[src/sv/assert_macros.svh]
`ifndef ASSERT_MACROS_SVH
`define ASSERT_MACROS_SVH

// Same-cycle implication, masked while reset is high.
`define NPE_ASSERT_NOW(lbl, clk, rst, ante, cons, msg) \
   lbl: assert property (@(posedge clk) disable iff (rst) (ante) |-> (cons)) \
      else $error(msg);

// Next-cycle implication, masked while reset is high.
`define NPE_ASSERT_NEXT(lbl, clk, rst, ante, cons, msg) \
   lbl: assert property (@(posedge clk) disable iff (rst) (ante) |=> (cons)) \
      else $error(msg);

`endif

[src/sv/npe_pkg.sv]
package npe_pkg;

   localparam int MAX_LEN_DEF    = 16;
   localparam int ELEM_WIDTH_DEF = 8;

   localparam int INDEX_W = 4;
   localparam int VALUE_W = 8;
   localparam int LEN_W   = 5;

   localparam logic OP_LOAD    = 1'b0;
   localparam logic OP_ADVANCE = 1'b1;

   typedef struct packed {
      logic               operation;
      logic [INDEX_W-1:0] elem_index;
      logic [VALUE_W-1:0] elem_value;
   } req_type;

   typedef struct packed {
      logic [VALUE_W-1:0] out_value;
      logic               found;
      logic               last;
   } rsp_type;

   // Result control, registered alongside the store's read data.
   typedef struct packed {
      logic strobe;
      logic found;
      logic last;
      logic marker;
   } rsp_ctl_type;

endpackage

[src/sv/npe_ram.sv]
module npe_ram #(
   parameter int WIDTH = 8,
   parameter int DEPTH = 16
) (
   input  logic                     clock,
   input  logic                     wr_en,
   input  logic [$clog2(DEPTH)-1:0] wr_addr,
   input  logic [WIDTH-1:0]         wr_data,
   input  logic                     rd_en,
   input  logic [$clog2(DEPTH)-1:0] rd_addr,
   output logic [WIDTH-1:0]         rd_data
);

   logic [WIDTH-1:0] mem_ff [DEPTH];
   logic [WIDTH-1:0] rd_data_ff;

   always_ff @(posedge clock) begin
      if (wr_en) begin
         mem_ff[wr_addr] <= wr_data;
      end
      if (rd_en) begin
         rd_data_ff <= mem_ff[rd_addr];
      end
   end

   assign rd_data = rd_data_ff;

endmodule

[src/sv/npe_ctrl.sv]
module npe_ctrl #(
   parameter int MAX_LEN    = 16,
   parameter int ELEM_WIDTH = 8
) (
   input  logic                         clock,
   input  logic                         reset,
   input  logic                         start,
   output logic                         busy,
   input  npe_pkg::req_type             req,
   input  logic [npe_pkg::LEN_W-1:0]    seq_len,
   output logic                         ram_we,
   output logic [$clog2(MAX_LEN)-1:0]   ram_waddr,
   output logic [ELEM_WIDTH-1:0]        ram_wdata,
   output logic                         ram_re,
   output logic [$clog2(MAX_LEN)-1:0]   ram_raddr,
   input  logic [ELEM_WIDTH-1:0]        ram_rdata,
   output npe_pkg::rsp_ctl_type         rsp_ctl
);

   import npe_pkg::*;

   localparam int AW = $clog2(MAX_LEN);
   localparam int PW = AW + 1;
   localparam int LW = $clog2(MAX_LEN + 1);

   typedef enum logic [10:0] {
      ST_IDLE      = 11'b000_0000_0001,
      ST_PIV_INIT  = 11'b000_0000_0010,
      ST_PIV_SCAN  = 11'b000_0000_0100,
      ST_SUC_INIT  = 11'b000_0000_1000,
      ST_SUC_SCAN  = 11'b000_0001_0000,
      ST_SWAP_P    = 11'b000_0010_0000,
      ST_REV_RD_LO = 11'b000_0100_0000,
      ST_REV_RD_HI = 11'b000_1000_0000,
      ST_REV_WR_LO = 11'b001_0000_0000,
      ST_REV_WR_HI = 11'b010_0000_0000,
      ST_EMIT      = 11'b100_0000_0000
   } state_type;

   state_type state_ff, state_in;

   logic [AW-1:0]         cur_ff, cur_in;
   logic [AW-1:0]         piv_ff, piv_in;
   logic [AW-1:0]         lo_ff, lo_in;
   logic [AW-1:0]         hi_ff, hi_in;
   logic [AW-1:0]         em_ff, em_in;
   logic [AW-1:0]         nm1_ff, nm1_in;
   logic [ELEM_WIDTH-1:0] prev_ff, prev_in;
   logic [ELEM_WIDTH-1:0] pv_ff, pv_in;
   logic [ELEM_WIDTH-1:0] kv_ff, kv_in;
   logic [ELEM_WIDTH-1:0] lv_ff, lv_in;
   logic                  first_ff, first_in;
   logic                  found_ff, found_in;
   rsp_ctl_type           rsp_ctl_ff, rsp_ctl_in;

   logic [LW-1:0]         len_clamp;
   logic [AW-1:0]         len_nm1;
   logic                  idx_ok;
   logic [ELEM_WIDTH-1:0] cmp_a, cmp_b;
   logic                  cmp_lt;

   // A length above the store depth acts as the full depth.
   always_comb begin
      len_clamp = (32'(seq_len) > 32'(MAX_LEN)) ? LW'(MAX_LEN) : LW'(seq_len);
      len_nm1   = AW'(len_clamp - LW'(1));
      idx_ok    = 32'(req.elem_index) < 32'(MAX_LEN);
   end

   // Shared magnitude comparator for both scans.
   always_comb begin
      if (state_ff == ST_PIV_SCAN) begin
         cmp_a = ram_rdata;
         cmp_b = prev_ff;
      end else begin
         cmp_a = pv_ff;
         cmp_b = ram_rdata;
      end
      cmp_lt = cmp_a < cmp_b;
   end

   always_comb begin
      state_in   = state_ff;
      cur_in     = cur_ff;
      piv_in     = piv_ff;
      lo_in      = lo_ff;
      hi_in      = hi_ff;
      em_in      = em_ff;
      nm1_in     = nm1_ff;
      prev_in    = prev_ff;
      pv_in      = pv_ff;
      kv_in      = kv_ff;
      lv_in      = lv_ff;
      first_in   = first_ff;
      found_in   = found_ff;
      rsp_ctl_in = '0;
      ram_we     = 1'b0;
      ram_waddr  = cur_ff;
      ram_wdata  = pv_ff;
      ram_re     = 1'b0;
      ram_raddr  = cur_ff;

      unique case (state_ff)
         ST_IDLE: begin
            if (start) begin
               if (req.operation == OP_LOAD) begin
                  // drop loads beyond the store depth
                  ram_we    = idx_ok;
                  ram_waddr = AW'(req.elem_index);
                  ram_wdata = ELEM_WIDTH'(req.elem_value);
               end else begin
                  found_in = 1'b0;
                  nm1_in   = len_nm1;
                  em_in    = '0;
                  if (len_clamp == '0) begin
                     rsp_ctl_in.strobe = 1'b1;
                     rsp_ctl_in.last   = 1'b1;
                     rsp_ctl_in.marker = 1'b1;
                  end else if (len_clamp == LW'(1)) begin
                     state_in = ST_EMIT;
                  end else begin
                     state_in = ST_PIV_INIT;
                  end
               end
            end
         end
         ST_PIV_INIT: begin
            ram_re    = 1'b1;
            ram_raddr = nm1_ff;
            cur_in    = nm1_ff;
            first_in  = 1'b1;
            state_in  = ST_PIV_SCAN;
         end
         ST_PIV_SCAN: begin
            if (!first_ff && cmp_lt) begin
               piv_in   = cur_ff;
               pv_in    = ram_rdata;
               state_in = ST_SUC_INIT;
            end else begin
               prev_in  = ram_rdata;
               first_in = 1'b0;
               if (cur_ff == '0) begin
                  // no ascent: last permutation, emit unchanged
                  em_in    = '0;
                  state_in = ST_EMIT;
               end else begin
                  ram_re    = 1'b1;
                  ram_raddr = cur_ff - AW'(1);
                  cur_in    = cur_ff - AW'(1);
               end
            end
         end
         ST_SUC_INIT: begin
            ram_re    = 1'b1;
            ram_raddr = nm1_ff;
            cur_in    = nm1_ff;
            state_in  = ST_SUC_SCAN;
         end
         ST_SUC_SCAN: begin
            if (cmp_lt) begin
               // rightmost larger element: write the pivot into its slot
               ram_we    = 1'b1;
               ram_waddr = cur_ff;
               ram_wdata = pv_ff;
               kv_in     = ram_rdata;
               state_in  = ST_SWAP_P;
            end else begin
               ram_re    = 1'b1;
               ram_raddr = cur_ff - AW'(1);
               cur_in    = cur_ff - AW'(1);
            end
         end
         ST_SWAP_P: begin
            ram_we    = 1'b1;
            ram_waddr = piv_ff;
            ram_wdata = kv_ff;
            found_in  = 1'b1;
            lo_in     = piv_ff + AW'(1);
            hi_in     = nm1_ff;
            em_in     = '0;
            if (({1'b0, piv_ff} + PW'(1)) < {1'b0, nm1_ff}) begin
               state_in = ST_REV_RD_LO;
            end else begin
               state_in = ST_EMIT;
            end
         end
         ST_REV_RD_LO: begin
            ram_re    = 1'b1;
            ram_raddr = lo_ff;
            state_in  = ST_REV_RD_HI;
         end
         ST_REV_RD_HI: begin
            ram_re    = 1'b1;
            ram_raddr = hi_ff;
            lv_in     = ram_rdata;
            state_in  = ST_REV_WR_LO;
         end
         ST_REV_WR_LO: begin
            ram_we    = 1'b1;
            ram_waddr = lo_ff;
            ram_wdata = ram_rdata;
            state_in  = ST_REV_WR_HI;
         end
         ST_REV_WR_HI: begin
            ram_we    = 1'b1;
            ram_waddr = hi_ff;
            ram_wdata = lv_ff;
            lo_in     = lo_ff + AW'(1);
            hi_in     = hi_ff - AW'(1);
            if (({1'b0, lo_ff} + PW'(2)) < {1'b0, hi_ff}) begin
               state_in = ST_REV_RD_LO;
            end else begin
               state_in = ST_EMIT;
            end
         end
         ST_EMIT: begin
            ram_re            = 1'b1;
            ram_raddr         = em_ff;
            rsp_ctl_in.strobe = 1'b1;
            rsp_ctl_in.found  = found_ff;
            rsp_ctl_in.last   = (em_ff == nm1_ff);
            em_in             = em_ff + AW'(1);
            if (em_ff == nm1_ff) begin
               state_in = ST_IDLE;
            end
         end
         default: begin
            state_in = ST_IDLE;
         end
      endcase
   end

   always_ff @(posedge clock) begin
      if (reset) begin
         state_ff   <= ST_IDLE;
         rsp_ctl_ff <= '0;
         found_ff   <= 1'b0;
         first_ff   <= 1'b0;
      end else begin
         state_ff   <= state_in;
         rsp_ctl_ff <= rsp_ctl_in;
         found_ff   <= found_in;
         first_ff   <= first_in;
      end
   end

   always_ff @(posedge clock) begin
      cur_ff  <= cur_in;
      piv_ff  <= piv_in;
      lo_ff   <= lo_in;
      hi_ff   <= hi_in;
      em_ff   <= em_in;
      nm1_ff  <= nm1_in;
      prev_ff <= prev_in;
      pv_ff   <= pv_in;
      kv_ff   <= kv_in;
      lv_ff   <= lv_in;
   end

   assign busy    = (state_ff != ST_IDLE);
   assign rsp_ctl = rsp_ctl_ff;

endmodule

[src/sv/next_permutation_engine_top.sv]
// Channel   Ports                                 Direction  Transfer
// request   start, busy, req_data                 in         start high, busy low
// result    rsp_valid, rsp_data                   out        rsp_valid high
// config    csr_write_en, csr_write_data          in         write enable high
//
// A load gives no result.
// An advance runs two scans and the swap, then per reversed pair reads low and high
// and writes low and high, then gives one result per cycle, all paced by the single
// read port of the sequence store.
// Reset clears the length register and the sequencer; the store is not cleared.
// Results cannot be stalled: they leave one per cycle in order.
`include "assert_macros.svh"

module next_permutation_engine_top #(
   parameter int MAX_LEN    = npe_pkg::MAX_LEN_DEF,
   parameter int ELEM_WIDTH = npe_pkg::ELEM_WIDTH_DEF
) (
   input  logic                      clock,
   input  logic                      reset,
   input  logic                      start,
   output logic                      busy,
   input  npe_pkg::req_type          req_data,
   output logic                      rsp_valid,
   output npe_pkg::rsp_type          rsp_data,
   input  logic                      csr_write_en,
   input  logic [npe_pkg::LEN_W-1:0] csr_write_data
);

   import npe_pkg::*;

   localparam int AW = $clog2(MAX_LEN);

   logic [LEN_W-1:0]      len_ff, len_in;
   logic                  ram_we, ram_re;
   logic [AW-1:0]         ram_waddr, ram_raddr;
   logic [ELEM_WIDTH-1:0] ram_wdata, ram_rdata;
   rsp_ctl_type           ctl;

   always_comb begin
      len_in = csr_write_en ? csr_write_data : len_ff;
   end

   always_ff @(posedge clock) begin
      if (reset) begin
         len_ff <= '0;
      end else begin
         len_ff <= len_in;
      end
   end

   npe_ctrl #(
      .MAX_LEN    (MAX_LEN),
      .ELEM_WIDTH (ELEM_WIDTH)
   ) u_ctrl (
      .clock     (clock),
      .reset     (reset),
      .start     (start),
      .busy      (busy),
      .req       (req_data),
      .seq_len   (len_ff),
      .ram_we    (ram_we),
      .ram_waddr (ram_waddr),
      .ram_wdata (ram_wdata),
      .ram_re    (ram_re),
      .ram_raddr (ram_raddr),
      .ram_rdata (ram_rdata),
      .rsp_ctl   (ctl)
   );

   npe_ram #(
      .WIDTH (ELEM_WIDTH),
      .DEPTH (MAX_LEN)
   ) u_store (
      .clock   (clock),
      .wr_en   (ram_we),
      .wr_addr (ram_waddr),
      .wr_data (ram_wdata),
      .rd_en   (ram_re),
      .rd_addr (ram_raddr),
      .rd_data (ram_rdata)
   );

   // The empty marker carries a zero value instead of store data.
   always_comb begin
      rsp_valid          = ctl.strobe;
      rsp_data.out_value = ctl.marker ? '0 : VALUE_W'(ram_rdata);
      rsp_data.found     = ctl.found;
      rsp_data.last      = ctl.last;
   end

   `NPE_ASSERT_NOW(a_marker_final, clock, reset, rsp_valid && ctl.marker,
      rsp_data.last && !rsp_data.found, "empty marker must be final and not found")

   `NPE_ASSERT_NEXT(a_advance_starts, clock, reset,
      start && !busy && (req_data.operation == OP_ADVANCE),
      busy || rsp_valid, "advance transfer neither started work nor gave a marker")

   `NPE_ASSERT_NEXT(a_load_silent, clock, reset,
      start && !busy && (req_data.operation == OP_LOAD),
      !rsp_valid, "load transfer produced a result")

endmodule
[config.mk]
export PLATFORM = sky130hd
export DESIGN_NAME = next_permutation_engine_top
export DESIGN_NICKNAME = d
export VERILOG_FILES = /design/src/sv/npe_pkg.sv /design/src/sv/npe_ram.sv /design/src/sv/npe_ctrl.sv /design/src/sv/next_permutation_engine_top.sv
export VERILOG_INCLUDE_DIRS = /design/src /design/src/sv
export SDC_FILE = /design/constraint.sdc
export NUM_CORES = 1
export LEC_CHECK = 0
export ABC_AREA = 1
export BUFFER_PORTS_ARGS = -buffer_cell sky130_fd_sc_hd__buf_2
export CAP_MARGIN = 20
export CORE_MARGIN = 1
export CORE_UTILIZATION = 30
export CTS_BUF_LIST = sky130_fd_sc_hd__clkbuf_4 sky130_fd_sc_hd__clkbuf_8
export CTS_CLUSTER_SIZE = 24
export DETAILED_ROUTE_END_ITERATION = 8
export HOLD_SLACK_MARGIN = 0.02
export PLACE_DENSITY = 0.55
export REMOVE_ABC_BUFFERS = 1
export SLEW_MARGIN = 20
export SYNTH_ARGS = -nofsm -noshare
export SYNTH_HDL_FRONTEND = slang
export SYNTH_HIERARCHICAL = 1
export SYNTH_SLANG_ARGS = --single-unit
[constraint.sdc]
create_clock -name clock -period 4.13 [get_ports clock]
set_input_delay 0.6195 -clock clock [delete_from_list [all_inputs] [get_ports clock]]
set_output_delay 0.6195 -clock clock [all_outputs]
set_load 0.01 [all_outputs]
; ---- Word level (Yosys, flattened, before mapping)
; Memories as Yosys holds them, arrays and structs flattened. A register that Yosys moved wholly into a read port is not among the register bits.
; Cells that the tools add are included.
[totals]
inputBits = 22
mem_bits_ro = 0
output_inout_bits = 12
n_memories = 1
ff_bits = 78
latch_bits = 0
mem_bits_rw = 128
[mem_list]
columns = memory, words, width, rd, rd_clocked_by_memory_dff, write_ports, line
row1 = u_store.mem_ff, 16, 8, 1, 1, 1, npe_ram.sv:14  ; logic [WIDTH-1:0] mem_ff [DEPTH];
[op_classes]
n_div = 0
n_bitwise = 5
shift = 0
muxes = 56
reduce_logical = 22
mul = 0
eq_ne = 22
n_addsub = 8
order_cmp = 4
[ops]
columns = operator, n
row1 = $pmux 11 s11, 1
row2 = $mux 11, 10
row3 = $mux 8, 5
row4 = $mux 4, 9
row5 = $pmux 4 s4, 2
row6 = $pmux 8 s4, 1
row7 = $pmux 4 s6, 1
row8 = $pmux 4 s2, 2
row9 = $mux 1, 14
row10 = $add 4x1->4 const B, 3
row11 = $pmux 4 s3, 1
row12 = $sub 4x1->4 const B, 3
row13 = $eq 11x1->1 const B, 1
row14 = $eq 11x10->1 const B, 1
row15 = $eq 11x11->1 const B, 1
row16 = $eq 11x2->1 const B, 1
row17 = $eq 11x3->1 const B, 1
row18 = $eq 11x4->1 const B, 1
row19 = $eq 11x5->1 const B, 1
row20 = $eq 11x6->1 const B, 1
row21 = $eq 11x7->1 const B, 1
row22 = $eq 11x8->1 const B, 1
row23 = $eq 11x9->1 const B, 1
row24 = $ne 11x1->1 const B, 1
row25 = other kinds (30), 53

; ---- Longest topological paths before layout
[depth]
word_depth = 8
mapped_depth = 28
ltp_nobuf = 25

; ---- By module
; Netlist, hierarchy kept.
[by_module_without_submodules]
columns = module, cells_each, n_inst, area_per_inst_um2
row1 = npe_ram, 551, 1, 5850.6
row2 = npe_ctrl, 558, 1, 4605.7
row3 = next_permutation_engine_top, 49, 1, 274.0

; ---- Least setup slack after synthesis
; OpenSTA, ideal clock, no wires.
[synth_timing]
path_kind = reg2reg
startpoint = register u_ctrl.state_ff[4]
endpoint = register u_store.rd_data_ff[0], in the netlist u_store/rd_data[0], read port of u_store.mem_ff, data pin
setup_slack_ns = 0.679
required_time_ns = 3.877
stages_incl_launch_ff = 24
path_buffers = 4
arrival_time_ns = 3.197
cell_sequence = dfxtp_1 > nor2_1 > nand2_2 > nor2_8 > nand2_2 > clkbuf_1 > nand2_1 > o21ai_0 > ha_1 > a21oi_1 > nor2_1 > a211oi_1 > buf_2 > nand3_1 > nand3_1 > nand2_1 > nor2_1 > nand3_1 > buf_6 > inv_1 > buf_2 > nand3_1 > nand3_1 > nand2_1
[synth_via]
elab_chain_len = 6
elab_cells_between_ends = 19
classes_between = order compare (1) / eq/ne (7) / mux (8) / reduce/logical (3)
[synth_lines]
columns = element, line
row1 = start: declaration, npe_ctrl.sv:40  ; state_type state_ff, state_in;
row2 = start signal: assignment, npe_ctrl.sv:239  ; state_ff <= state_in;
row3 = $eq 11x3->1, "npe_ctrl.sv:71, npe_ctrl.sv:102"
row4 = $mux 8, npe_ctrl.sv:71  ; if (state_ff == ST_PIV_SCAN) begin
row5 = $lt 8x8->1, npe_ctrl.sv:78  ; cmp_lt = cmp_a < cmp_b;
row6 = $logic_and 1x1->1, npe_ctrl.sv:134  ; if (!first_ff && cmp_lt) begin
row7 = $mux 4, --
row8 = $pmux 4 s6 *, npe_ctrl.sv:102  ; unique case (state_ff)
row9 = named net ram_raddr[2], next_permutation_engine_top.sv:35  ; logic [AW-1:0] ram_waddr, ram_raddr;
row10 = end: declaration, npe_ram.sv:15  ; logic [WIDTH-1:0] rd_data_ff;
; Mark *: on every way through the listed nets, which the timed path passes. The rest lies on a longest branch.
; A chain may end at the register's enable or synchronous reset.

; ---- Worst setup path after layout
[layout_timing]
startpoint = register u_ctrl.state_ff[8]
endpoint = register u_store.rd_data_ff[2], in the netlist u_store/rd_data[2], read port of u_store.mem_ff, data pin
; Same word-level chain as after synthesis.

==> flow_summary.json <==
{
  "num_antenna_cells": 0,
  "synth.avg_cell_area_um2": 9.266,
  "crit_path_end_kind": "flip-flop",
  "synthAdderAreaFrac_pct": 2.565,
  "start_kind": "flip-flop",
  "maxCapViolCount": 0,
  "postLayoutCoreUtil_pct": 35.48,
  "setup_viol": 0,
  "fillers": 3602,
  "hold_violations": 0,
  "cts_made_buffers": 39,
  "post-dp-hpwl_mm": 19.06,
  "die_x_um": 191.1,
  "clk_pin_slew_ns": 0.07,
  "io_buffers": 33,
  "die_area_um2": 36530,
  "final_area_um2": 12380,
  "h-tree-depth": 2,
  "status": "finished clean",
  "hold_path_class": "in -> reg",
  "antenna_found_initial": 0,
  "pre_cts_ws_ns": 0.02718,
  "placed_cell_area_um2": 11600,
  "post_synth_instance_area_um2": 10730,
  "core_um2": 34880,
  "slew_violations": 0,
  "grt_pass1_vias": 7815,
  "via_count": 8055,
  "wire_per_inst_um": 16.61,
  "grt_pass1_wl_mm": 44.02,
  "relSlewSlack_pct": 32.50,
  "layout-area-overhead-vs-synth_pct": 15.33,
  "post_cts_resized": 0,
  "place.gp.congestion": 0.9111,
  "clkSinkCount": 214,
  "synth_cells": 1158,
  "synth-compound-area-share_pct": 5.306,
  "drc": 0,
  "rsz0062_at_grt": "no",
  "die_h_um": 191.1,
  "grt-ovfl-total": 0,
  "worstSetupPathType": "reg -> reg",
  "synth_xor_area_share_pct": 1.388,
  "via_per_inst": 4.691,
  "synth.distinct_cells": 45,
  "cts-root-buf": "clkbuf_8",
  "crit_arrival_ns": 4.20,
  "grt.total_usage_pct": 15.75,
  "drive_gt1_share_pct": 13.71,
  "setup_slack_ns": 0.2289,
  "yosys.area_share.simple_pct": 23.41,
  "fin_crit_ns": 3.901,
  "synth_top_family_by_area": "simple AND/OR/NAND/NOR gates",
  "worst_pin_slew_ns": 1.009,
  "drt_iter0_drc": 618,
  "drt-total-wl_mm": 28.52,
  "start_util_pct": 30.76,
  "synthMuxAreaShare_pct": 0,
  "fin_crit_sh_pct": 94.46,
  "cts_buffer_depth": 3,
  "skew_ns": 0.03417,
  "final_nets": 1280,
  "synth_seq_cells": 214,
  "irDropWorstVdd_v": 0.0002907,
  "fmax_ghz": 0.2563,
  "ctsHoldBuffers": 0,
  "cts_setup_buffers": 0,
  "cts_tree": "built",
  "rows": 68,
  "dp.cells": 1649,
  "worstPathRequired_ns": 4.43,
  "ios": 34,
  "clkLatencyLatePin_ns": 0.56,
  "holdWs_ns": 0.3703,
  "firstDrtPassIters": 7,
  "worstPathMaxFanout": 32,
  "final_antenna_net_count": 0,
  "grt_max_degree": 65,
  "instances_no_fill": 1717,
  "yosys_warnings": 6,
  "ys_seq_area_share_pct": 57.84,
  "powerDensity_nw_per_um2": 648.5,
  "leakagePower_nw": 5.382
}
## cell usage after synthesis, drive strengths merged
master	count	area, um2
a211oi	2	15.01
a21boi	2	15.01
a21oi	12	63.81
a221oi	12	105.1
a31oi	1	6.260
and3	1	6.260
buf	30	219.0
clkbuf	9	33.78
clkinv	2	7.510
dfxtp	22	440.4
edfxtp	192	5766
ha	22	275.3
inv	202	758.2
nand2	303	1184
nand3	132	678.2
nand3b	8	60.06
nand4	10	62.56
nor2	87	355.3
nor3	12	60.06
nor3b	4	50.05
nor4	6	43.79
o2111ai	1	8.760
o211a	1	10.01
o211ai	2	15.01
o21a	1	7.510
o21ai	58	290.3
o22ai	4	25.02
o31ai	1	7.510
or2	2	12.51
xnor2	6	52.55
xor2	11	96.34
## cells in the final DEF (no fill, tap or decap), types with 3 or more instances in the layout
cell type  synthesis  routed
a21oi_1           11      11
a221oi_1          12      12
buf_12             0       4
buf_2             16      33
buf_4              3      38
clkbuf_4           0       7
clkbuf_8           0      42
clkinv_1           2       8
clkinv_2           0       8
dfxtp_1           22      22
edfxtp_1         192     192
ha_1              22      22
inv_1            197     197
inv_2              5       5
nand2_1          294     294
nand2_2            6       5
nand3_1          130     129
nand3b_1           8       8
nand4_1           10      10
nor2_1            83      80
nor2_2             2       5
nor3_1            12      12
nor3b_2            4       4
nor4_1             5       5
o21ai_0           58      51
o21ai_1            0       4
o21ai_2            0       3
o22ai_1            4       4
xnor2_1            6       6
xor2_1            11      11
## flip-flops by register name, indices dropped and copies added, names as in the netlist, 5 cells and up
| signal | flops |
|---|---|
| u_ctrl/prev_ff | 8 |
| u_store/mem_ff | 128 |
| u_store/rd_data | 8 |
| u_ctrl/kv_ff | 8 |
| len_ff | 5 |
| u_ctrl/pv_ff | 8 |
| u_ctrl/state_ff | 11 |
| u_ctrl/lv_ff | 8 |
## per-layer routing
layer	vias to the layer above	share of wire [%]	global-route usage (%)
met5	-	0	0
met4	0	2.7	5.495
met3	54	5.8	2.901
met2	244	45	24.53
met1	3801	47	21.83
li1	3956	-	-
## metrics by stage
stage          setup TNS (ns)  power [mW]
2_1_floorplan          -15.92       4.783
3_3_place_gp                0       6.051
3_5_place_dp                0       6.077
4_1_cts                     0       8.024
5_1_grt                     0       8.491
6_report                    0       8.026
## layout make-up
| cell class | count | area (um2) | area share (%) |
|---|---|---|---|
| clock buffer | 49 | 630.6 | 5.096 |
| inverter | 204 | 765.7 | 6.187 |
| multi-input combinational | 701 | 3548 | 28.67 |
| sequential | 214 | 6206 | 50.15 |
| timing repair buffer | 76 | 555.5 | 4.489 |
| clock inverter | 18 | 100.1 | 0.8088 |
| tap | 455 | 569.3 | 4.600 |
## critical path, stage by stage, from the launching register on
cell      delay (ns)
dfxtp_1         0.38
nor2_4          0.13
nand2_4         0.10
nor2_8          0.20
nand2_8         0.15
nand2_1         0.10
o21ai_0         0.09
ha_1            0.33
a21oi_1         0.17
nor2_1          0.07
a211oi_2        0.25
buf_12          0.18
nand3_2         0.10
nand2_1         0.09
nand2_1         0.08
a21oi_1         0.17
nand3_2         0.14
inv_2           0.16
buf_12          0.21
nand2_1         0.07
nand3_1         0.10
nand3_1         0.11
nand3_1         0.18
nand2_1         0.07
## final timing paths
check / start / to / slack [ns] / cells after the start
worst max-delay path: u_ctrl/state_ff[8] / u_store/rd_data[2] / 0.23 / 23
worst min-delay path: csr_write_data[3] / len_ff[3] / 0.37 / 5
worst max register to register: u_ctrl/state_ff[8] / u_store/rd_data[2] / 0.23 / 23
worst min register to register: u_ctrl/found_ff / u_ctrl/rsp_ctl[2] / 0.43 / 2
## cell families (layout without fill, tap and decap cells)
group,count (synthesis),count (layout)
adder cells (fa/ha/maj),22,22
AO/OA/AOI/OAI,97,97
XOR/XNOR,17,17
buffers and inverters,243,347
flip-flops,214,214
AND/OR/NAND/NOR,565,565
## report_power, final
part,internal [mW],switching [mW]
Clock,1.01,0.917
Sequential,2.92,0.113
Combinational,0.895,2.17
Note: power is estimated with default switching activity, not from simulation.
